`config.mk`:
```
export PLATFORM = sky130hd
export DESIGN_NAME = sum_checked_packet_framer
export DESIGN_NICKNAME = d
export VERILOG_FILES = /design/src/hw/rtl/scpf_pkg.sv /design/src/hw/rtl/sum_checked_packet_framer.sv /design/src/hw/rtl/scpf_front.sv /design/src/hw/rtl/scpf_queue.sv /design/src/hw/rtl/scpf_back.sv
export SDC_FILE = /design/constraint.sdc
export NUM_CORES = 1
export LEC_CHECK = 0
export ABC_AREA = 1
export BUFFER_PORTS_ARGS = -buffer_cell sky130_fd_sc_hd__buf_4
export CORE_UTILIZATION = 45
export CTS_CLUSTER_DIAMETER = 120
export DETAILED_ROUTE_END_ITERATION = 8
export PLACE_DENSITY = 0.67
export SYNTH_ARGS = -nofsm -noshare
export SYNTH_HDL_FRONTEND = slang
export SYNTH_HIERARCHICAL = 1
export SYNTH_SLANG_ARGS = --single-unit
```
`constraint.sdc`:
```
create_clock -name clk -period 3 [get_ports clk]
set_clock_uncertainty 0.05 [all_clocks]
set_input_delay 0.15 -clock clk [delete_from_list [all_inputs] [get_ports clk]]
set_output_delay 0.15 -clock clk [all_outputs]
set_load 0.05 [all_outputs]
```
`src/hw/rtl/scpf_pkg.sv`:
```
`timescale 1ns / 1ps
// ----------------------------------------------------------------------------
// scpf_pkg - shared types and constants of the packet framer
// Word formats of both channels, the command format of the internal queue
// and the fixed header bytes.
// ----------------------------------------------------------------------------
package scpf_pkg;

  localparam logic [7:0] SYNC_BYTE = 8'hFF;
  localparam logic [7:0] ID_BYTE_A = 8'h04;
  localparam logic [7:0] ID_BYTE_B = 8'h69;

  localparam logic KIND_START   = 1'b0;
  localparam logic KIND_PAYLOAD = 1'b1;

  localparam int QUEUE_DEPTH_DEF = 4;

  // Byte positions within the header sequence
  localparam logic [2:0] HDR_SYNC_A = 3'd0;
  localparam logic [2:0] HDR_SYNC_B = 3'd1;
  localparam logic [2:0] HDR_ID_A   = 3'd2;
  localparam logic [2:0] HDR_ID_B   = 3'd3;
  localparam logic [2:0] HDR_LEN_HI = 3'd4;
  localparam logic [2:0] HDR_LEN_LO = 3'd5;
  localparam logic [2:0] HDR_SUM    = 3'd6;

  typedef struct packed {
    logic        kind;
    logic [15:0] frame_length;
    logic [7:0]  payload_byte;
  } in_word_t;

  typedef struct packed {
    logic [7:0] tx_byte;
    logic       frame_end;
    logic       unexpected_byte;
  } out_word_t;

  typedef enum logic [1:0] {
    CMD_HEADER,
    CMD_DATA,
    CMD_DROP
  } cmd_op_t;

  // One classified word: value holds the length for a header, the payload
  // byte in its low half for a data word; sum is the checksum to send on close.
  typedef struct packed {
    cmd_op_t     op;
    logic        close;
    logic [15:0] value;
    logic [7:0]  sum;
  } cmd_t;

endpackage

```
`src/hw/rtl/sum_checked_packet_framer.sv`:
```
`timescale 1ns / 1ps
// ----------------------------------------------------------------------------
// sum_checked_packet_framer - framer with additive checksum
// Wraps a length-prefixed payload into a serial frame: sync bytes, id
// bytes, length, payload and an 8-bit wrapping checksum.
// ----------------------------------------------------------------------------
//
// Channel | Handshake                   | Word
// --------+-----------------------------+---------------------------------
// item    | item_valid in, item_stall out | kind, frame_length, payload_byte
// tx      | tx_valid out, tx_stall in   | tx_byte, frame_end, unexpected_byte
//
// Flow: the classifier takes one word per cycle while the command queue
// has room. The byte sequencer sends one byte per cycle while tx_stall is
// low or the output register is empty; a start word yields six bytes (seven
// for a zero length), a payload word one (two when it closes the frame) and a stray payload word one.
// Reset: synchronous on rst; clears the frame state, the queue and the
// output register's valid flag.
// Stalls: tx_stall holds the output register; the queue absorbs up to
// QUEUE_DEPTH classified words before item_stall rises.
// ----------------------------------------------------------------------------
module sum_checked_packet_framer import scpf_pkg::*; #(
  parameter int QUEUE_DEPTH = QUEUE_DEPTH_DEF
) (
  input  logic      clk,
  input  logic      rst,
  input  logic      item_valid,
  output logic      item_stall,
  input  in_word_t  item,
  output logic      tx_valid,
  input  logic      tx_stall,
  output out_word_t tx
);

  logic push;
  logic pop;
  logic empty;
  logic full;
  cmd_t push_cmd;
  cmd_t head;

  // Hold the input whenever the queue has no free slot
  assign item_stall = full;

  // Classify the word and advance the frame state
  scpf_front u_front (
    .clk        (clk),
    .rst        (rst),
    .item_valid (item_valid),
    .item       (item),
    .queue_full (full),
    .push       (push),
    .push_cmd   (push_cmd)
  );

  // Decouple classification from byte output
  scpf_queue #(
    .QUEUE_DEPTH (QUEUE_DEPTH)
  ) u_queue (
    .clk      (clk),
    .rst      (rst),
    .push     (push),
    .push_cmd (push_cmd),
    .pop      (pop),
    .head     (head),
    .empty    (empty),
    .full     (full)
  );

  // Expand each command into its bytes; drop the command once its last
  // byte is loaded into the output register
  scpf_back u_back (
    .clk      (clk),
    .rst      (rst),
    .head     (head),
    .empty    (empty),
    .pop      (pop),
    .tx_valid (tx_valid),
    .tx_stall (tx_stall),
    .tx       (tx)
  );

endmodule

```
`src/hw/rtl/scpf_front.sv`:
```
`timescale 1ns / 1ps
// ----------------------------------------------------------------------------
// scpf_front - word classifier
// Accepts input words, tracks the open frame and its running checksum, and
// issues one command per word to the queue.
// ----------------------------------------------------------------------------
module scpf_front import scpf_pkg::*; (
  input  logic     clk,
  input  logic     rst,
  input  logic     item_valid,
  input  in_word_t item,
  input  logic     queue_full,
  output logic     push,
  output cmd_t     push_cmd
);

  logic        frame_open, frame_open_next;
  logic [15:0] bytes_left, bytes_left_next;
  logic [7:0]  running_sum, running_sum_next;

  logic [7:0]  hdr_sum;
  logic [7:0]  data_sum;
  logic [15:0] left_dec;

  assign push     = item_valid && !queue_full;
  assign hdr_sum  = ID_BYTE_A + ID_BYTE_B + item.frame_length[15:8] + item.frame_length[7:0];
  assign data_sum = running_sum + item.payload_byte;
  assign left_dec = bytes_left - 16'd1;

  always_comb begin
    push_cmd         = '0;
    frame_open_next  = frame_open;
    bytes_left_next  = bytes_left;
    running_sum_next = running_sum;
    priority if (item.kind == KIND_START) begin
      push_cmd.op    = CMD_HEADER;
      push_cmd.value = item.frame_length;
      push_cmd.sum   = hdr_sum;
      push_cmd.close = (item.frame_length == 16'd0);
      if (push_cmd.close) begin
        frame_open_next  = 1'b0;
        bytes_left_next  = '0;
        running_sum_next = '0;
      end else begin
        frame_open_next  = 1'b1;
        bytes_left_next  = item.frame_length;
        running_sum_next = hdr_sum;
      end
    end else if (!frame_open) begin
      push_cmd.op = CMD_DROP;
    end else begin
      push_cmd.op     = CMD_DATA;
      push_cmd.value  = {8'd0, item.payload_byte};
      push_cmd.sum    = data_sum;
      push_cmd.close  = (left_dec == 16'd0);
      bytes_left_next = left_dec;
      if (push_cmd.close) begin
        frame_open_next  = 1'b0;
        running_sum_next = '0;
      end else begin
        running_sum_next = data_sum;
      end
    end
  end

  always_ff @(posedge clk) begin
    if (rst) begin
      frame_open  <= 1'b0;
      bytes_left  <= '0;
      running_sum <= '0;
    end else if (push) begin
      frame_open  <= frame_open_next;
      bytes_left  <= bytes_left_next;
      running_sum <= running_sum_next;
    end
  end

endmodule

```
`src/hw/rtl/scpf_queue.sv`:
```
`timescale 1ns / 1ps
// ----------------------------------------------------------------------------
// scpf_queue - command queue
// Short first-in first-out store between classifier and byte sequencer;
// the head entry is read combinationally.
// ----------------------------------------------------------------------------
module scpf_queue import scpf_pkg::*; #(
  parameter int QUEUE_DEPTH = QUEUE_DEPTH_DEF
) (
  input  logic clk,
  input  logic rst,
  input  logic push,
  input  cmd_t push_cmd,
  input  logic pop,
  output cmd_t head,
  output logic empty,
  output logic full
);

  localparam int PtrW = (QUEUE_DEPTH > 1) ? $clog2(QUEUE_DEPTH) : 1;
  localparam int CntW = $clog2(QUEUE_DEPTH + 1);
  localparam logic [PtrW-1:0] PtrLast = PtrW'(QUEUE_DEPTH - 1);
  localparam logic [CntW-1:0] CntFull = CntW'(QUEUE_DEPTH);

  cmd_t            entries [QUEUE_DEPTH];
  logic [PtrW-1:0] wr_ptr;
  logic [PtrW-1:0] rd_ptr;
  logic [CntW-1:0] count;

  assign head  = entries[rd_ptr];
  assign empty = (count == '0);
  assign full  = (count == CntFull);

  always_ff @(posedge clk) begin
    if (push) begin
      entries[wr_ptr] <= push_cmd;
    end
  end

  always_ff @(posedge clk) begin
    if (rst) begin
      wr_ptr <= '0;
      rd_ptr <= '0;
      count  <= '0;
    end else begin
      if (push) begin
        wr_ptr <= (wr_ptr == PtrLast) ? '0 : wr_ptr + 1'b1;
      end
      if (pop) begin
        rd_ptr <= (rd_ptr == PtrLast) ? '0 : rd_ptr + 1'b1;
      end
      unique case ({push, pop})
        2'b10:   count <= count + 1'b1;
        2'b01:   count <= count - 1'b1;
        default: count <= count;
      endcase
    end
  end

endmodule

```
`src/hw/rtl/scpf_back.sv`:
```
`timescale 1ns / 1ps
// ----------------------------------------------------------------------------
// scpf_back - byte sequencer
// Expands the head command into its transmit bytes, one per cycle while the
// output register is empty or tx_stall is low, into the output register.
// ----------------------------------------------------------------------------
module scpf_back import scpf_pkg::*; (
  input  logic      clk,
  input  logic      rst,
  input  cmd_t      head,
  input  logic      empty,
  output logic      pop,
  output logic      tx_valid,
  input  logic      tx_stall,
  output out_word_t tx
);

  logic [2:0] step;
  logic       advance;
  logic       last_step;
  out_word_t  sel;

  assign advance = !empty && (!tx_valid || !tx_stall);
  assign pop     = advance && last_step;

  always_comb begin
    sel       = '0;
    last_step = 1'b1;
    unique case (head.op)
      CMD_HEADER: begin
        last_step = head.close ? (step == HDR_SUM) : (step == HDR_LEN_LO);
        unique case (step)
          HDR_SYNC_A, HDR_SYNC_B: sel.tx_byte = SYNC_BYTE;
          HDR_ID_A:   sel.tx_byte = ID_BYTE_A;
          HDR_ID_B:   sel.tx_byte = ID_BYTE_B;
          HDR_LEN_HI: sel.tx_byte = head.value[15:8];
          HDR_LEN_LO: sel.tx_byte = head.value[7:0];
          default: begin
            sel.tx_byte   = head.sum;
            sel.frame_end = 1'b1;
          end
        endcase
      end
      CMD_DATA: begin
        last_step = head.close ? (step != 3'd0) : 1'b1;
        if (step == 3'd0) begin
          sel.tx_byte = head.value[7:0];
        end else begin
          sel.tx_byte   = head.sum;
          sel.frame_end = 1'b1;
        end
      end
      default: begin
        sel.unexpected_byte = 1'b1;
      end
    endcase
  end

  always_ff @(posedge clk) begin
    if (rst) begin
      step     <= '0;
      tx_valid <= 1'b0;
    end else begin
      if (pop) begin
        step <= '0;
      end else if (advance) begin
        step <= step + 3'd1;
      end
      if (advance) begin
        tx_valid <= 1'b1;
      end else if (!tx_stall) begin
        tx_valid <= 1'b0;
      end
    end
  end

  always_ff @(posedge clk) begin
    if (advance) begin
      tx <= sel;
    end
  end

endmodule

```
---- Word-level counts from Yosys, hierarchy flattened ----
Memories as Yosys holds them, arrays and structs flattened. A register that Yosys moved wholly into a read port is not among the register bits.
Cells that the tools add are included.
storage, ports and cells
  register bits after elaboration ......... 46
  latch bits .............................. 0
  bits in writable memories ............... 108
  ROM bits ................................ 0
  input bits .............................. 29
  output and inout port bits .............. 12
  logic and storage cells ................. 87
  memories kept ........................... 1
memories
  name             words  width  read ports  clocked after memory_dff  wr ports  line              RTL
  u_queue.entries  4      27     1           1                         1         scpf_queue.sv:25  cmd_t entries [QUEUE_DEPTH];
cells by class
  $add $sub $neg .......................... 9
  multipliers ............................. 0
  div/mod/pow operators ................... 0
  magnitude comparators ................... 0
  eq/ne operators ......................... 14
  shift-type cells ........................ 0
  mux-type cells .......................... 32
  bitwise operators ....................... 0
  reductions and logical operators ........ 20
operator list
  kind                                                count
  two-way mux 16 bit                                  3
  two-way mux 8 bit                                   5
  one-hot mux 8 bit (5 select lines)                  1
  logical NOT 16 bit                                  2
  two-way mux 27 bit                                  1
  two-way mux 25 bit                                  1
  one-hot mux 9 bit (2 select lines)                  1
  adder 8 bit                                         2
  subtractor 16 x 1 -> 16 bit, second input constant  1
  two-way mux 1 bit                                   13
  == test 3 bit, second input constant                4
  two-way mux 2 bit                                   5
  adder 7 x 8 -> 8 bit, first input constant          1
  adder 3 x 1 -> 3 bit, second input constant         2
  == test 2 bit, second input constant                3
  == test 3 x 2 -> 1 bit, second input constant       2
  logical NOT 3 bit                                   2
  one-hot mux 3 bit (2 select lines)                  1
  OR reduction 2 bit                                  3
  OR reduction 6 bit                                  1
  adder 2 x 1 -> 2 bit, second input constant         2
  == test 2 x 1 -> 1 bit, second input constant       2
  logical NOT 1 bit                                   4
  != test 2 x 1 -> 1 bit, second input constant       2
  9 further kinds                                     11

---- Depth between registers and ports, before layout ----
Gate-level depths: netlist of the first run.
  depth in word-level cells ............... 6
  gate-level depth with buffers ........... 19

---- Hierarchy ----
The synthesis of the first run kept the hierarchy.
by module, submodules not included
  module      times used  cells an instance  area each (µm²)
  scpf_queue  1           321                4,513.1
  scpf_front  1           406                2,486.1
  scpf_back   1           161                1,114.8

---- Worst setup path before layout of the first run ----
Ideal clock, no wire load.
  path type ............................... flip-flop to flip-flop
  start point ............................. register u_queue.count[2]
  end point ............................... register u_queue.count[2]
  setup time .............................. 110 ps
  arrival time ............................ 2,857 ps
  required time ........................... 2,840 ps
  setup slack ............................. -17 ps
  stages on the path, launching flop included .. 14
  period minus slack after synthesis ...... 3,017 ps
  cell sequence ........................... dfxtp_1 -> inv_1 -> nor3_1 -> nor2_1 -> inv_1 -> ha_1 -> inv_1 -> fa_1 -> inv_1 -> nand2_1 -> nand3_1 -> nand2_1 -> inv_1 -> nor2_1
between the ends
  elaborated cells on any way between the ends .. 13
  classes of those cells .................. 2 x add/sub; 3 x eq/ne; 1 x mux; 7 x reduce/logical
RTL lines
  item                                                                      line                             RTL
  start, declared                                                           scpf_queue.sv:28                 logic [CntW-1:0] count;
  start signal, assigned                                                    scpf_queue.sv:53                 2'b10: count <= count + 1'b1;
  start signal, assigned                                                    scpf_queue.sv:54                 2'b01: count <= count - 1'b1;
  start signal, assigned                                                    scpf_queue.sv:55                 default: count <= count;
  == test 3 bit (*)                                                         scpf_queue.sv:32                 assign full = (count == CntFull);
  named net item_stall                                                      sum_checked_packet_framer.sv:28  output logic item_stall,
  logical NOT 1 bit (*)                                                     scpf_front.sv:25                 assign push = item_valid && !queue_full;
  logical AND 1 bit (*)                                                     scpf_front.sv:25
  named net push                                                            sum_checked_packet_framer.sv:35  logic push;
  == test 2 x 1 -> 1 bit or == test 2 bit (tied branches)                   scpf_queue.sv:52                 unique case ({push, pop})
  one-hot mux 3 bit (2 select lines) or nonzero test 2 bit (tied branches)  -
The timed path passes the listed nets; every way through them passes the cells marked *.
A chain may end at the register's enable or synchronous reset.

==> run_summary.xml, run 1 <==
<?xml version="1.0" encoding="UTF-8"?>
<metrics>
  <group name="finish">
    <metric name="synthToLayoutAreaGrowth" unit="%">13.0</metric>
    <metric name="insertedDiodeCount" unit="">0</metric>
    <metric name="drive_above_1_share" unit="%">12.5</metric>
    <metric name="count_of_placed_standard_cells_in_the_final_layout_fillers_left_out" unit="">1170</metric>
    <metric name="design.final.nets" unit="">997</metric>
    <metric name="finish.instance_area" unit="mm^2">0.00917</metric>
  </group>
  <group name="critical_path">
    <metric name="criticalPathCategory" unit="">reg2reg</metric>
    <metric name="crit_arrival" unit="ns">2.87</metric>
    <metric name="worst_setup_sp_type" unit="">flip-flop</metric>
    <metric name="cp-endpoint" unit="">u_queue/count[2]</metric>
    <metric name="rrSetupSlack" unit="ns">0.44</metric>
    <metric name="r2r_end" unit="">u_queue/count[2]</metric>
    <metric name="worst-r2r-cell-count" unit="">16</metric>
    <metric name="cp-end-kind" unit="">flip-flop</metric>
    <metric name="cp_data_required_time" unit="ns">3.31</metric>
    <metric name="critPathMaxFanout" unit="">10</metric>
  </group>
  <group name="yosys">
    <metric name="netlist-cell-type-count" unit="">45</metric>
    <metric name="synth_area_per_cell" unit="um^2">9.14</metric>
    <metric name="synth_nets" unit="">953</metric>
    <metric name="ys_ff_latch" unit="">156</metric>
    <metric name="synthesis.area" unit="mm^2">0.00811</metric>
    <metric name="synth-edff-count" unit="">118</metric>
    <metric name="top_ff_cell_synth" unit="">sky130_fd_sc_hd__edfxtp_1</metric>
    <metric name="synth-warning-count" unit="">6</metric>
    <metric name="synth_sequential_area_ratio" unit="%">53.0</metric>
    <metric name="ys_async_sr_fraction" unit="%">0</metric>
    <metric name="syn-instance-count" unit="">888</metric>
  </group>
  <group name="sta">
    <metric name="highest_attainable_clock_frequency" unit="MHz">391</metric>
    <metric name="finalCriticalPeriod" unit="ns">2.56</metric>
    <metric name="finalCritPeriodShare" unit="%">85.3</metric>
    <metric name="rsz0062_at_grt" unit="">false</metric>
    <metric name="setup_viol" unit="">0</metric>
    <metric name="maxSlewViolCount" unit="">0</metric>
    <metric name="relSlewSlack" unit="%">51.3</metric>
    <metric name="worst_pin_slew" unit="ns">0.723</metric>
    <metric name="final_hold_viol_count" unit="">0</metric>
    <metric name="timing.setup.tns" unit="ns">0</metric>
  </group>
  <group name="grt">
    <metric name="gr-total-overflow" unit="">0</metric>
    <metric name="grt.total_usage" unit="%">21.6</metric>
    <metric name="grt_start_max_net_pins" unit="">44</metric>
    <metric name="number_of_global_route_vias_before_repair" unit="">5768</metric>
    <metric name="grt_first_pass_wirelength" unit="mm">29.9</metric>
    <metric name="grt_antenna_before_repair" unit="">0</metric>
  </group>
  <group name="clock_network">
    <metric name="path_clk_slew" unit="ns">0.06</metric>
    <metric name="clkLatencyLatePin" unit="ns">0.42</metric>
    <metric name="cts_num_sinks" unit="">156</metric>
    <metric name="ctsHtreeMaxLevel" unit="">4</metric>
    <metric name="cts_inserted_buffers" unit="">17</metric>
    <metric name="cts_tree" unit="">built</metric>
    <metric name="cts.path.max_buffers" unit="">2</metric>
    <metric name="post_cts_resized" unit="">0</metric>
    <metric name="cts-root-buf" unit="">sky130_fd_sc_hd__clkbuf_16</metric>
  </group>
  <group name="power_and_ir_drop">
    <metric name="vdd_ir_drop_max" unit="V">0.000517</metric>
    <metric name="power.static_leakage" unit="nW">3.90</metric>
    <metric name="powerDensity" unit="mW/mm^2">833</metric>
  </group>
  <group name="place">
    <metric name="finalWeightedCongestion" unit="">0.894</metric>
    <metric name="io_buffers" unit="">40</metric>
    <metric name="placement.cell_area" unit="mm^2">0.00859</metric>
    <metric name="place_hpwl" unit="mm">13.0</metric>
    <metric name="placedCellCount" unit="">1135</metric>
  </group>
  <group name="detailed_routing">
    <metric name="vias_per_cell" unit="">5.35</metric>
    <metric name="postRouteAntennaNets" unit="">0</metric>
    <metric name="drcViolationCount" unit="">0</metric>
    <metric name="drt-wirelength-per-cell" unit="um">16.0</metric>
    <metric name="routed_wirelength" unit="mm">18.7</metric>
    <metric name="initialDrtViolationCount" unit="">468</metric>
    <metric name="vias" unit="">6264</metric>
    <metric name="drt_pre_antenna_iters" unit="">5</metric>
  </group>
  <group name="floorplanning">
    <metric name="design.portCount" unit="">41</metric>
    <metric name="placement_rows" unit="">48</metric>
    <metric name="dieArea" unit="mm^2">0.0186</metric>
    <metric name="core_region_area" unit="mm^2">0.0175</metric>
    <metric name="dieHeight" unit="um">136</metric>
    <metric name="start_util" unit="%">46.4</metric>
    <metric name="chip_width" unit="um">136</metric>
  </group>
  <group name="worst_hold_path">
    <metric name="worstHoldPathType" unit="">in2reg</metric>
  </group>
  <group name="status">
    <metric name="outcome" unit="">finished clean</metric>
  </group>
  <group name="job">
    <metric name="drv_cap" unit="">0</metric>
  </group>
</metrics>
==> cell type report <==
| cell class | instances | area [um^2] |
|---|---|---|
| timing repair buffer | 59 | 450 |
| multi-input combinational | 595 | 3180 |
| clock buffer | 17 | 425 |
| tap | 225 | 282 |
| fill | 1557 | 8310 |
| inverter | 103 | 399 |
| sequential | 156 | 4310 |
| clock inverter | 15 | 125 |
==> report_power, final <==
group          total, mW  internal [mW]  switching (mW)
sequential          2.90           2.75           0.149
clock               1.99           1.14           0.860
combinational       2.75          0.858            1.89
==> routing by layer <==
layer	up-vias	global-route usage (%)	part of all wire, %
met3	20	3.95	7.0
met5	-	0	0
li1	3121	-	-
met1	2900	29.6	45
met4	0	7.16	1.6
met2	223	34.3	46
==> registers in the layout, indices dropped and copies added (netlist names), named ones only <==
signal               cells
u_queue/wr_ptr           2
u_front/bytes_left      16
u_front/running_sum      8
u_queue/count            3
u_back/step              3
u_queue/entries        108
u_back/tx_valid          1
u_back/tx               10
u_queue/rd_ptr           2
u_front/frame_open       1
==> cell usage after synthesis (2+ instances only) <==
| library cell | instances | area share, % |
|---|---|---|
| sky130_fd_sc_hd__ha_1 | 33 | 5.1 |
| sky130_fd_sc_hd__nand2_1 | 139 | 6.4 |
| sky130_fd_sc_hd__xnor2_1 | 3 | 0.32 |
| sky130_fd_sc_hd__a21oi_1 | 40 | 2.5 |
| sky130_fd_sc_hd__edfxtp_1 | 118 | 44 |
| sky130_fd_sc_hd__o21ai_1 | 26 | 1.6 |
| sky130_fd_sc_hd__o22ai_1 | 28 | 2.2 |
| sky130_fd_sc_hd__clkbuf_1 | 9 | 0.42 |
| sky130_fd_sc_hd__a31oi_1 | 3 | 0.23 |
| sky130_fd_sc_hd__a22o_1 | 3 | 0.32 |
| sky130_fd_sc_hd__buf_2 | 12 | 0.74 |
| sky130_fd_sc_hd__nor2_4 | 3 | 0.42 |
| sky130_fd_sc_hd__a221oi_1 | 8 | 0.86 |
| sky130_fd_sc_hd__o211ai_1 | 4 | 0.37 |
| sky130_fd_sc_hd__nand4_1 | 9 | 0.69 |
| sky130_fd_sc_hd__buf_6 | 11 | 1.5 |
| sky130_fd_sc_hd__o21ai_0 | 62 | 3.8 |
| sky130_fd_sc_hd__xor2_1 | 11 | 1.2 |
| sky130_fd_sc_hd__nand2_2 | 3 | 0.23 |
| sky130_fd_sc_hd__fa_1 | 3 | 0.74 |
| sky130_fd_sc_hd__nor2_2 | 10 | 0.77 |
| sky130_fd_sc_hd__nor3_1 | 6 | 0.37 |
| sky130_fd_sc_hd__nor2_1 | 137 | 6.3 |
| sky130_fd_sc_hd__nand3_1 | 49 | 3.0 |
| sky130_fd_sc_hd__dfxtp_1 | 38 | 9.4 |
| sky130_fd_sc_hd__inv_2 | 4 | 0.18 |
| sky130_fd_sc_hd__nor4_1 | 2 | 0.15 |
| sky130_fd_sc_hd__inv_1 | 97 | 4.5 |
==> per-stage QoR <==
stage | utilization, % | setup slack (ns) | hold WS, ns | total power [mW]
3_5_place_dp | 49.1 | 0.459 | 0.393 | 5.67
5_1_grt | 52.5 | 0.174 | 0.0116 | 8.11
6_report | 52.5 | 0.442 | 0.0146 | 7.64
3_3_place_gp | 49.1 | 0.531 | 0.389 | 5.64
4_1_cts | 52.5 | 0.438 | 0.00537 | 7.67
2_1_floorplan | - | 0.416 | 0.169 | 4.98
==> cell usage in the layout, fill, tap and decap left out, drive strengths merged, types with 28 or more instances in the layout <==
cell,n
edfxtp,118
inv,103
ha,33
nand2,143
nand3,51
a21oi,41
o22ai,28
buf,56
o21ai,89
nor2,150
dfxtp,38
==> cells by family after synthesis <==
| kind of cell | Yosys count | synth area share, % |
|---|---|---|
| AOI/OAI and AO/OA | 181 | 12.6 |
| xor gates and xnor gates | 14 | 1.51 |
| DFF | 156 | 53.0 |
| adders and majority gates | 36 | 5.83 |
| buffers and inverters | 137 | 7.79 |
| and+or+nand+nor | 364 | 19.3 |
==> worst min-delay path by stage <==
stage | from | endpoint | slack, ns | cells after the start
global route | rst | u_front/bytes_left[10] | 0.01 | 2
floorplan | rst | u_back/tx_valid | 0.17 | 1
global placement | tx_stall | u_back/tx_valid | 0.39 | 3
finish | rst | u_queue/wr_ptr[0] | 0.01 | 2
CTS | rst | u_queue/wr_ptr[0] | 0.005 | 2
detailed placement | tx_stall | u_back/tx_valid | 0.39 | 3
==> critical path: stages, from the launching register on <==
cell	delay [ns]
sky130_fd_sc_hd__dfxtp_1	0.45
sky130_fd_sc_hd__buf_4	0.23
sky130_fd_sc_hd__o21ai_0	0.09
sky130_fd_sc_hd__o22ai_1	0.15
sky130_fd_sc_hd__buf_4	0.18
sky130_fd_sc_hd__nor2_4	0.08
sky130_fd_sc_hd__nand3_1	0.12
sky130_fd_sc_hd__nand3_2	0.09
sky130_fd_sc_hd__inv_1	0.10
sky130_fd_sc_hd__ha_1	0.17
sky130_fd_sc_hd__inv_1	0.07
sky130_fd_sc_hd__fa_1	0.37
sky130_fd_sc_hd__nand2_1	0.10
sky130_fd_sc_hd__nand3_1	0.08
sky130_fd_sc_hd__nand2_1	0.06
sky130_fd_sc_hd__inv_1	0.03
sky130_fd_sc_hd__nor2_1	0.08
==> what timing repair did <==
item / 4_1_cts / 5_1_grt
setup endpoints to repair: 0 / 0
setup buffers: 0 / 0
hold buffers: 3 / 0
endpoints found under the hold margin: 2 / 0
Note: power is estimated with default switching activity, not from simulation.
==> run 2: changes to the inputs <==
RECOVER_POWER = 25   (was not set)
clock period = 3.23 ns   (was 3 ns; I/O delays follow)
==> run 2 against run 1 <==
Compared with the run above: hold slack better by 0.019 ns; count of clock-buffer cells in the layout up 7; sequential share of layout area up 0.45 points; register-to-register slack better by 0.06 ns; clock power down 6%; cell area down 0.94%; via count down 0.65%; combinational power down 9.8%; flip-flop and latch count unchanged; maximum frequency down 6.2%; first-iteration DRC count down 4.7%; critical path type unchanged; critical endpoint is now u_front/bytes_left[10]; highest routed layer unchanged.
==> run_summary.xml, run 2 (synthesis results as in run 1) <==
<?xml version="1.0" encoding="UTF-8"?>
<metrics>
  <group name="sta">
    <metric name="worst_pin_slew" unit="ns">0.819</metric>
    <metric name="final_hold_viol_count" unit="">0</metric>
    <metric name="maxSlewViolCount" unit="">0</metric>
    <metric name="relSlewSlack" unit="%">45.3</metric>
    <metric name="finalCriticalPeriod" unit="ns">2.73</metric>
    <metric name="timing.setup.tns" unit="ns">0</metric>
    <metric name="setup_viol" unit="">0</metric>
    <metric name="rsz0062_at_grt" unit="">false</metric>
    <metric name="finalWorstSetupSlack" unit="ns">0.504</metric>
    <metric name="finalCritPeriodShare" unit="%">84.4</metric>
    <metric name="highest_attainable_clock_frequency" unit="MHz">367</metric>
  </group>
  <group name="power_and_ir_drop">
    <metric name="power.static_leakage" unit="nW">3.83</metric>
    <metric name="powerDensity" unit="mW/mm^2">776</metric>
    <metric name="vdd_ir_drop_max" unit="V">0.000415</metric>
  </group>
  <group name="place">
    <metric name="placedCellCount" unit="">1132</metric>
    <metric name="io_buffers" unit="">40</metric>
    <metric name="preCtsSetupSlack" unit="ns">0.608</metric>
    <metric name="place_hpwl" unit="mm">13.0</metric>
    <metric name="finalWeightedCongestion" unit="">0.906</metric>
  </group>
  <group name="detailed_routing">
    <metric name="drt_pre_antenna_iters" unit="">5</metric>
    <metric name="met2WireLength" unit="mm">8.63</metric>
    <metric name="initialDrtViolationCount" unit="">446</metric>
    <metric name="detailroute.wirelength.met3" unit="um">965</metric>
    <metric name="postRouteAntennaNets" unit="">0</metric>
    <metric name="m1WireLength" unit="mm">8.73</metric>
    <metric name="drcViolationCount" unit="">0</metric>
    <metric name="drt-wirelength-per-cell" unit="um">16.0</metric>
    <metric name="vias" unit="">6223</metric>
    <metric name="routed_wirelength" unit="mm">18.6</metric>
    <metric name="vias_per_cell" unit="">5.34</metric>
    <metric name="uppermost_layer_routed" unit="">met4</metric>
  </group>
  <group name="finish">
    <metric name="final_cell_mix" unit="">sky130_fd_sc_hd__nand2_1, sky130_fd_sc_hd__nor2_1, sky130_fd_sc_hd__edfxtp_1</metric>
    <metric name="final_common_cell" unit="">sky130_fd_sc_hd__nand2_1</metric>
    <metric name="nFillCells" unit="">1602</metric>
    <metric name="regArea" unit="mm^2">0.00431</metric>
    <metric name="largest_register_ff_count" unit="">108</metric>
    <metric name="synthToLayoutAreaGrowth" unit="%">12.0</metric>
    <metric name="design.final.nets" unit="">993</metric>
    <metric name="multi_input_area" unit="mm^2">0.00318</metric>
    <metric name="count_of_placed_standard_cells_in_the_final_layout_fillers_left_out" unit="">1165</metric>
    <metric name="final_core_utilization" unit="%">52.0</metric>
    <metric name="max_flop_register" unit="">u_queue/entries</metric>
    <metric name="insertedDiodeCount" unit="">0</metric>
    <metric name="drive_above_1_share" unit="%">10.0</metric>
    <metric name="layout_top_registers" unit="">u_queue/entries (108), u_front/bytes_left (16), u_back/tx (10)</metric>
  </group>
  <group name="floorplanning">
    <metric name="core_region_area" unit="mm^2">0.0175</metric>
    <metric name="design.portCount" unit="">41</metric>
    <metric name="dieArea" unit="mm^2">0.0186</metric>
    <metric name="start_util" unit="%">46.4</metric>
    <metric name="chip_width" unit="um">136</metric>
    <metric name="dieHeight" unit="um">136</metric>
    <metric name="placement_rows" unit="">48</metric>
  </group>
  <group name="clock_network">
    <metric name="ctsHtreeMaxLevel" unit="">4</metric>
    <metric name="cts.path.max_buffers" unit="">2</metric>
    <metric name="cts_num_sinks" unit="">156</metric>
    <metric name="cts-root-buf" unit="">sky130_fd_sc_hd__clkbuf_16</metric>
    <metric name="cts_inserted_buffers" unit="">17</metric>
    <metric name="cts_tree" unit="">built</metric>
    <metric name="path_clk_slew" unit="ns">0.06</metric>
    <metric name="postCtsSetupBuffers" unit="">0</metric>
    <metric name="clkLatencyLatePin" unit="ns">0.42</metric>
  </group>
  <group name="critical_path">
    <metric name="cp_data_required_time" unit="ns">3.46</metric>
    <metric name="timing.critical_path.slowest_stage_cell" unit="">sky130_fd_sc_hd__nor2_2</metric>
    <metric name="criticalPathCategory" unit="">reg2reg</metric>
    <metric name="path_cells" unit="">nor3_1 -&gt; nor2_1 -&gt; clkbuf_1 -&gt; inv_1 -&gt; nor2_2 -&gt; inv_2 -&gt; nor3_1 -&gt; a211oi_1</metric>
    <metric name="worst_setup_sp_type" unit="">flip-flop</metric>
    <metric name="timing.critical_path.slowest_cell_delay" unit="ns">0.65</metric>
    <metric name="crit_arrival" unit="ns">2.96</metric>
    <metric name="cp-end-kind" unit="">flip-flop</metric>
    <metric name="critPathMaxFanout" unit="">27</metric>
    <metric name="cpMostUsedCell" unit="">sky130_fd_sc_hd__nor3_1</metric>
  </group>
  <group name="grt">
    <metric name="grt_start_max_net_pins" unit="">44</metric>
    <metric name="grt.total_usage" unit="%">21.6</metric>
    <metric name="grt_antenna_before_repair" unit="">0</metric>
    <metric name="grt_first_pass_wirelength" unit="mm">30.0</metric>
    <metric name="number_of_global_route_vias_before_repair" unit="">5774</metric>
    <metric name="gr-total-overflow" unit="">0</metric>
  </group>
  <group name="job">
    <metric name="drv_cap" unit="">0</metric>
  </group>
  <group name="status">
    <metric name="outcome" unit="">finished clean</metric>
  </group>
  <group name="worst_hold_path">
    <metric name="worstHoldPathType" unit="">in2reg</metric>
  </group>
</metrics>
[run 2: cell types whose count changed in the layout (fill, tap and decap cells not counted), moves of 2 or more]
cell	change
sky130_fd_sc_hd__clkbuf_1	+19
sky130_fd_sc_hd__clkinv_1	-2
sky130_fd_sc_hd__clkinv_4	-4
sky130_fd_sc_hd__buf_4	-16
[run 2: cell type report]
class | count | share of cell area, %
Tap cell | 225 | 3.10
Clock buffer | 24 | 5.08
Timing Repair Buffer | 55 | 4.06
Clock inverter | 7 | 1.01
Inverter | 103 | 4.39
Sequential cell | 156 | 47.4
Multi-Input combinational cell | 595 | 35.0
[run 2: repair_timing]
| action | CTS | global route |
|---|---|---|
| hold buffers | 2 | 0 |
| resized for setup | 0 | 0 |
| hold endpoints to repair | 2 | 0 |
| setup endpoints to repair | 0 | 0 |
[run 2: worst paths after layout]
kind / from / to / slack (ns) / cells after the start
worst max-delay path: u_queue/count[1] / u_front/bytes_left[10] / 0.50 / 8
worst min-delay path: rst / u_queue/wr_ptr[0] / 0.03 / 2
worst max register to register: u_queue/count[1] / u_front/bytes_left[10] / 0.50 / 8
worst min register to register: u_back/tx_valid / u_back/tx_valid / 0.44 / 2
[run 2: through the flow]
stage          hold WS [ns]  instance area [um^2]  total power, mW
2_1_floorplan         0.181                  8110             4.62
3_3_place_gp          0.400                  8560             5.22
3_5_place_dp          0.416                  8560             5.26
4_1_cts              0.0130                  9140             7.16
5_1_grt              0.0257                  9080             7.50
6_report             0.0334                  9080             7.05
[run 2: layer usage]
layer / vias to the layer above / track usage (%)
li1: 3113 / -
met1: 2898 / 29.2
met2: 189 / 33.8
met3: 23 / 5.03
met4: 0 / 7.41
met5: - / 0
[run 2: worst max-delay path, delay by kind of cell, from the launching register on]
family | cells | cell delay (ns)
AOI/OAI and AO/OA | 1 | 0.07
buffers and inverters | 3 | 0.95
DFF | 1 | 0.38
and+or+nand+nor | 4 | 1.13
[run 2: report_power, final]
| group | switching (mW) | internal [mW] |
|---|---|---|
| clock | 0.730 | 1.15 |
| sequential | 0.137 | 2.55 |
| combinational | 1.77 | 0.708 |
| total | 2.64 | 4.41 |
==> run 3: changes to the inputs <==
ABC_AREA = 0   (was 1)
clock period = 2.6 ns   (was 3.23 ns; I/O delays follow)
==> run 3 against run 2 <==
Compared with the run above: the run now ends with negative setup slack left; synthesized cell count shrank 31%; critical path type unchanged; total power grew 28%; area after synthesis shrank 4.3%; largest cell class unchanged; utilization grew 1.8 points; worst setup slack lost 0.66 ns; largest power group unchanged; sequential power grew 26%; wire length shrank 8.4%; cell area shrank 1.2%; flip-flop and latch count is the same.
==> run_summary.xml, run 3 <==
<?xml version="1.0" encoding="UTF-8"?>
<metrics>
  <group name="sta">
    <metric name="finalCriticalPeriod" unit="ns">2.75</metric>
    <metric name="highest_attainable_clock_frequency" unit="MHz">364</metric>
    <metric name="relSlewSlack" unit="%">49.9</metric>
    <metric name="finalCritPeriodShare" unit="%">106</metric>
    <metric name="rsz0062_at_grt" unit="">true</metric>
    <metric name="timing.setup.tns" unit="ns">-0.179</metric>
    <metric name="final_hold_viol_count" unit="">0</metric>
    <metric name="setup_viol" unit="">2</metric>
    <metric name="maxSlewViolCount" unit="">0</metric>
    <metric name="worst_pin_slew" unit="ns">0.751</metric>
    <metric name="finalWorstSetupSlack" unit="ns">-0.151</metric>
  </group>
  <group name="grt">
    <metric name="grt_antenna_before_repair" unit="">0</metric>
    <metric name="number_of_global_route_vias_before_repair" unit="">5044</metric>
    <metric name="grt.total_usage" unit="%">20.0</metric>
    <metric name="gr-total-overflow" unit="">0</metric>
    <metric name="grt_start_max_net_pins" unit="">46</metric>
    <metric name="grt_first_pass_wirelength" unit="mm">26.9</metric>
  </group>
  <group name="critical_path">
    <metric name="critical-path-top-delay-family" unit="">simple AND/OR/NAND/NOR gates</metric>
    <metric name="cp.buffers_inverters" unit="">3</metric>
    <metric name="r2r_end" unit="">u_queue/count[2]</metric>
    <metric name="cpMostUsedCell" unit="">sky130_fd_sc_hd__inv_2</metric>
    <metric name="rrSetupSlack" unit="ns">-0.15</metric>
    <metric name="worst_setup_sp_type" unit="">flip-flop</metric>
    <metric name="critPathMaxFanout" unit="">4</metric>
    <metric name="cp-end-kind" unit="">flip-flop</metric>
    <metric name="path_cells" unit="">buf_4 -&gt; mux4_2 -&gt; nand2b_1 -&gt; inv_2 -&gt; a32oi_2 -&gt; and2_4 -&gt; ha_4 -&gt; inv_2 -&gt; fa_2 -&gt; xor2_1 -&gt; or3_1 -&gt; a21oi_1</metric>
    <metric name="timing.critical_path.slowest_cell_delay" unit="ns">0.51</metric>
    <metric name="criticalPathCategory" unit="">reg2reg</metric>
    <metric name="cp_data_required_time" unit="ns">2.90</metric>
    <metric name="crit_arrival" unit="ns">3.05</metric>
    <metric name="timing.critical_path.slowest_stage_cell" unit="">sky130_fd_sc_hd__mux4_2</metric>
    <metric name="worst-r2r-cell-count" unit="">12</metric>
  </group>
  <group name="status">
    <metric name="failing_checks" unit="">negative setup slack</metric>
    <metric name="outcome" unit="">finished, violations left</metric>
  </group>
  <group name="yosys">
    <metric name="yosysMostFrequentCell" unit="">sky130_fd_sc_hd__edfxtp_1</metric>
    <metric name="netlist-cell-type-count" unit="">68</metric>
    <metric name="synthesis.area" unit="mm^2">0.00777</metric>
    <metric name="top_ff_cell_synth" unit="">sky130_fd_sc_hd__edfxtp_1</metric>
    <metric name="synth-edff-count" unit="">118</metric>
    <metric name="yosysTopAreaCellShare" unit="%">45.6</metric>
    <metric name="synth_sequential_area_ratio" unit="%">55.4</metric>
    <metric name="ys_ff_latch" unit="">156</metric>
    <metric name="ys_async_sr_fraction" unit="%">0</metric>
    <metric name="synth_top_cells_by_count" unit="">sky130_fd_sc_hd__edfxtp_1, sky130_fd_sc_hd__o21ai_0, sky130_fd_sc_hd__inv_1</metric>
    <metric name="synth_area_leader_cell" unit="">sky130_fd_sc_hd__edfxtp_1</metric>
    <metric name="synth_area_leaders" unit="">sky130_fd_sc_hd__edfxtp_1, sky130_fd_sc_hd__dfxtp_1, sky130_fd_sc_hd__mux4_2</metric>
    <metric name="synth_area_per_cell" unit="um^2">12.7</metric>
    <metric name="synth-warning-count" unit="">6</metric>
    <metric name="synth_nets" unit="">677</metric>
    <metric name="syn-instance-count" unit="">612</metric>
  </group>
  <group name="place">
    <metric name="finalWeightedCongestion" unit="">0.919</metric>
    <metric name="io_buffers" unit="">40</metric>
    <metric name="place_hpwl" unit="mm">11.8</metric>
    <metric name="placedCellCount" unit="">865</metric>
  </group>
  <group name="finish">
    <metric name="final_core_utilization" unit="%">53.7</metric>
    <metric name="design.final.nets" unit="">732</metric>
    <metric name="drive_above_1_share" unit="%">18.4</metric>
    <metric name="max_flop_register" unit="">u_queue/entries</metric>
    <metric name="largest_register_ff_count" unit="">108</metric>
    <metric name="final_cell_mix" unit="">sky130_fd_sc_hd__edfxtp_1, sky130_fd_sc_hd__buf_4, sky130_fd_sc_hd__o21ai_0</metric>
    <metric name="count_of_placed_standard_cells_in_the_final_layout_fillers_left_out" unit="">900</metric>
    <metric name="final_common_cell" unit="">sky130_fd_sc_hd__edfxtp_1</metric>
    <metric name="layout_top_registers" unit="">u_queue/entries (108), u_front/bytes_left (16), u_back/tx (10)</metric>
    <metric name="insertedDiodeCount" unit="">0</metric>
    <metric name="synthToLayoutAreaGrowth" unit="%">15.6</metric>
  </group>
  <group name="clock_network">
    <metric name="clkLatencyLatePin" unit="ns">0.42</metric>
    <metric name="ctsHtreeMaxLevel" unit="">4</metric>
    <metric name="cts_inserted_buffers" unit="">17</metric>
    <metric name="cts_num_sinks" unit="">156</metric>
    <metric name="path_clk_slew" unit="ns">0.06</metric>
    <metric name="cts.path.max_buffers" unit="">2</metric>
    <metric name="cts_tree" unit="">built</metric>
    <metric name="cts-root-buf" unit="">sky130_fd_sc_hd__clkbuf_16</metric>
  </group>
  <group name="floorplanning">
    <metric name="chip_width" unit="um">133</metric>
    <metric name="core_region_area" unit="mm^2">0.0167</metric>
    <metric name="placement_rows" unit="">47</metric>
    <metric name="design.portCount" unit="">41</metric>
    <metric name="start_util" unit="%">46.5</metric>
    <metric name="dieArea" unit="mm^2">0.0178</metric>
    <metric name="dieHeight" unit="um">133</metric>
  </group>
  <group name="detailed_routing">
    <metric name="postRouteAntennaNets" unit="">0</metric>
    <metric name="drcViolationCount" unit="">0</metric>
    <metric name="initialDrtViolationCount" unit="">485</metric>
    <metric name="vias_per_cell" unit="">5.84</metric>
    <metric name="routed_wirelength" unit="mm">17.0</metric>
    <metric name="vias" unit="">5256</metric>
    <metric name="drt_pre_antenna_iters" unit="">5</metric>
    <metric name="drt-wirelength-per-cell" unit="um">18.9</metric>
  </group>
  <group name="power_and_ir_drop">
    <metric name="powerDensity" unit="mW/mm^2">1000</metric>
    <metric name="vdd_ir_drop_max" unit="V">0.000539</metric>
    <metric name="power.static_leakage" unit="nW">3.32</metric>
  </group>
  <group name="worst_hold_path">
    <metric name="holdCritStartpoint" unit="">item[9]</metric>
    <metric name="worstHoldPathType" unit="">in2reg</metric>
    <metric name="holdPathStages" unit="">3</metric>
    <metric name="hold_end" unit="">u_front/bytes_left[1]</metric>
  </group>
  <group name="job">
    <metric name="drv_cap" unit="">0</metric>
  </group>
</metrics>
-- run 3: changes by cell type in the layout (fill, tap and decap cells not counted), moves of 8 or more --
cell and change:
sky130_fd_sc_hd__nand2_1 -103, sky130_fd_sc_hd__o21ai_1 -25, sky130_fd_sc_hd__mux4_2 +20, sky130_fd_sc_hd__buf_4 +9, sky130_fd_sc_hd__nand3_1 -42, sky130_fd_sc_hd__nor2_1 -102
sky130_fd_sc_hd__nor2_2 -8, sky130_fd_sc_hd__mux2i_1 +10, sky130_fd_sc_hd__o22ai_1 -16, sky130_fd_sc_hd__inv_1 -60, sky130_fd_sc_hd__o21ai_0 -19
-- run 3: cells by family after synthesis --
family	Yosys count	synth area share (%)
adders and majority gates	36	6.09
buffers and inverters	72	4.35
xor gates and xnor gates	19	2.14
AOI/OAI and AO/OA	150	12.6
DFF	156	55.4
and+or+nand+nor	141	9.76
muxes	38	9.60
-- run 3: per-stage QoR --
stage,hold WS (ns),cell area (um^2),power [mW],setup WS (ns)
final,0.0323,8980,9.00,-0.151
after floorplan,0.149,7800,5.80,-0.354
after CTS,0.0148,9010,9.12,-0.154
after global routing,0.0505,8980,9.43,-0.240
after global placement,0.377,8400,6.59,-0.0620
after detailed placement,0.383,8400,6.70,-0.154
-- run 3: metal layers --
metal  up-vias  global-route usage [%]  part of all wire (%)
met1      2603                    26.3                    44
met4         0                    8.65                   1.7
met5         -                       0                     0
met3        27                    3.42                   5.6
met2       183                    32.6                    49
li1       2443                       -                     -
-- run 3: worst max path at each step --
| stage | start | endpoint | slack [ns] | cells after the start |
|---|---|---|---|---|
| final | flip-flop | u_queue/count[2] | -0.15 | 12 |
| after global routing | flip-flop | u_queue/count[2] | -0.24 | 12 |
| after CTS | flip-flop | u_queue/count[2] | -0.15 | 11 |
| after detailed placement | flip-flop | u_queue/count[2] | -0.15 | 11 |
| after global placement | flip-flop | u_queue/count[2] | -0.06 | 11 |
| after floorplan | flip-flop | u_queue/count[2] | -0.35 | 14 |
-- run 3: worst reg2reg max path, stage by stage (launching register included) --
cell	delay, ns
sky130_fd_sc_hd__dfxtp_4	0.36
sky130_fd_sc_hd__buf_4	0.12
sky130_fd_sc_hd__mux4_2	0.51
sky130_fd_sc_hd__nand2b_1	0.12
sky130_fd_sc_hd__inv_2	0.05
sky130_fd_sc_hd__a32oi_2	0.20
sky130_fd_sc_hd__and2_4	0.19
sky130_fd_sc_hd__ha_4	0.13
sky130_fd_sc_hd__inv_2	0.03
sky130_fd_sc_hd__fa_2	0.32
sky130_fd_sc_hd__xor2_1	0.16
sky130_fd_sc_hd__or3_1	0.31
sky130_fd_sc_hd__a21oi_1	0.13
-- run 3: timing repair --
action,CTS,global route
setup endpoints to repair,2,8
hold endpoints to repair,2,0
pin swaps,0,0
resized for setup,2,3
hold buffers,2,0
setup buffers,1,0
-- run 3: final cells by class --
class / count / area (um^2)
Fill cell: 1389 / 7720
Timing Repair Buffer: 67 / 497
Clock buffer: 18 / 429
Inverter: 41 / 154
Tap cell: 220 / 275
Clock inverter: 14 / 148
Sequential cell: 156 / 4310
Multi-Input combinational cell: 384 / 3170
-- run 3: power by group --
group	internal [mW]	total, mW	switching [mW]
Sequential	3.21	3.40	0.189
Combinational	1.29	3.22	1.92
Clock	1.41	2.39	0.979
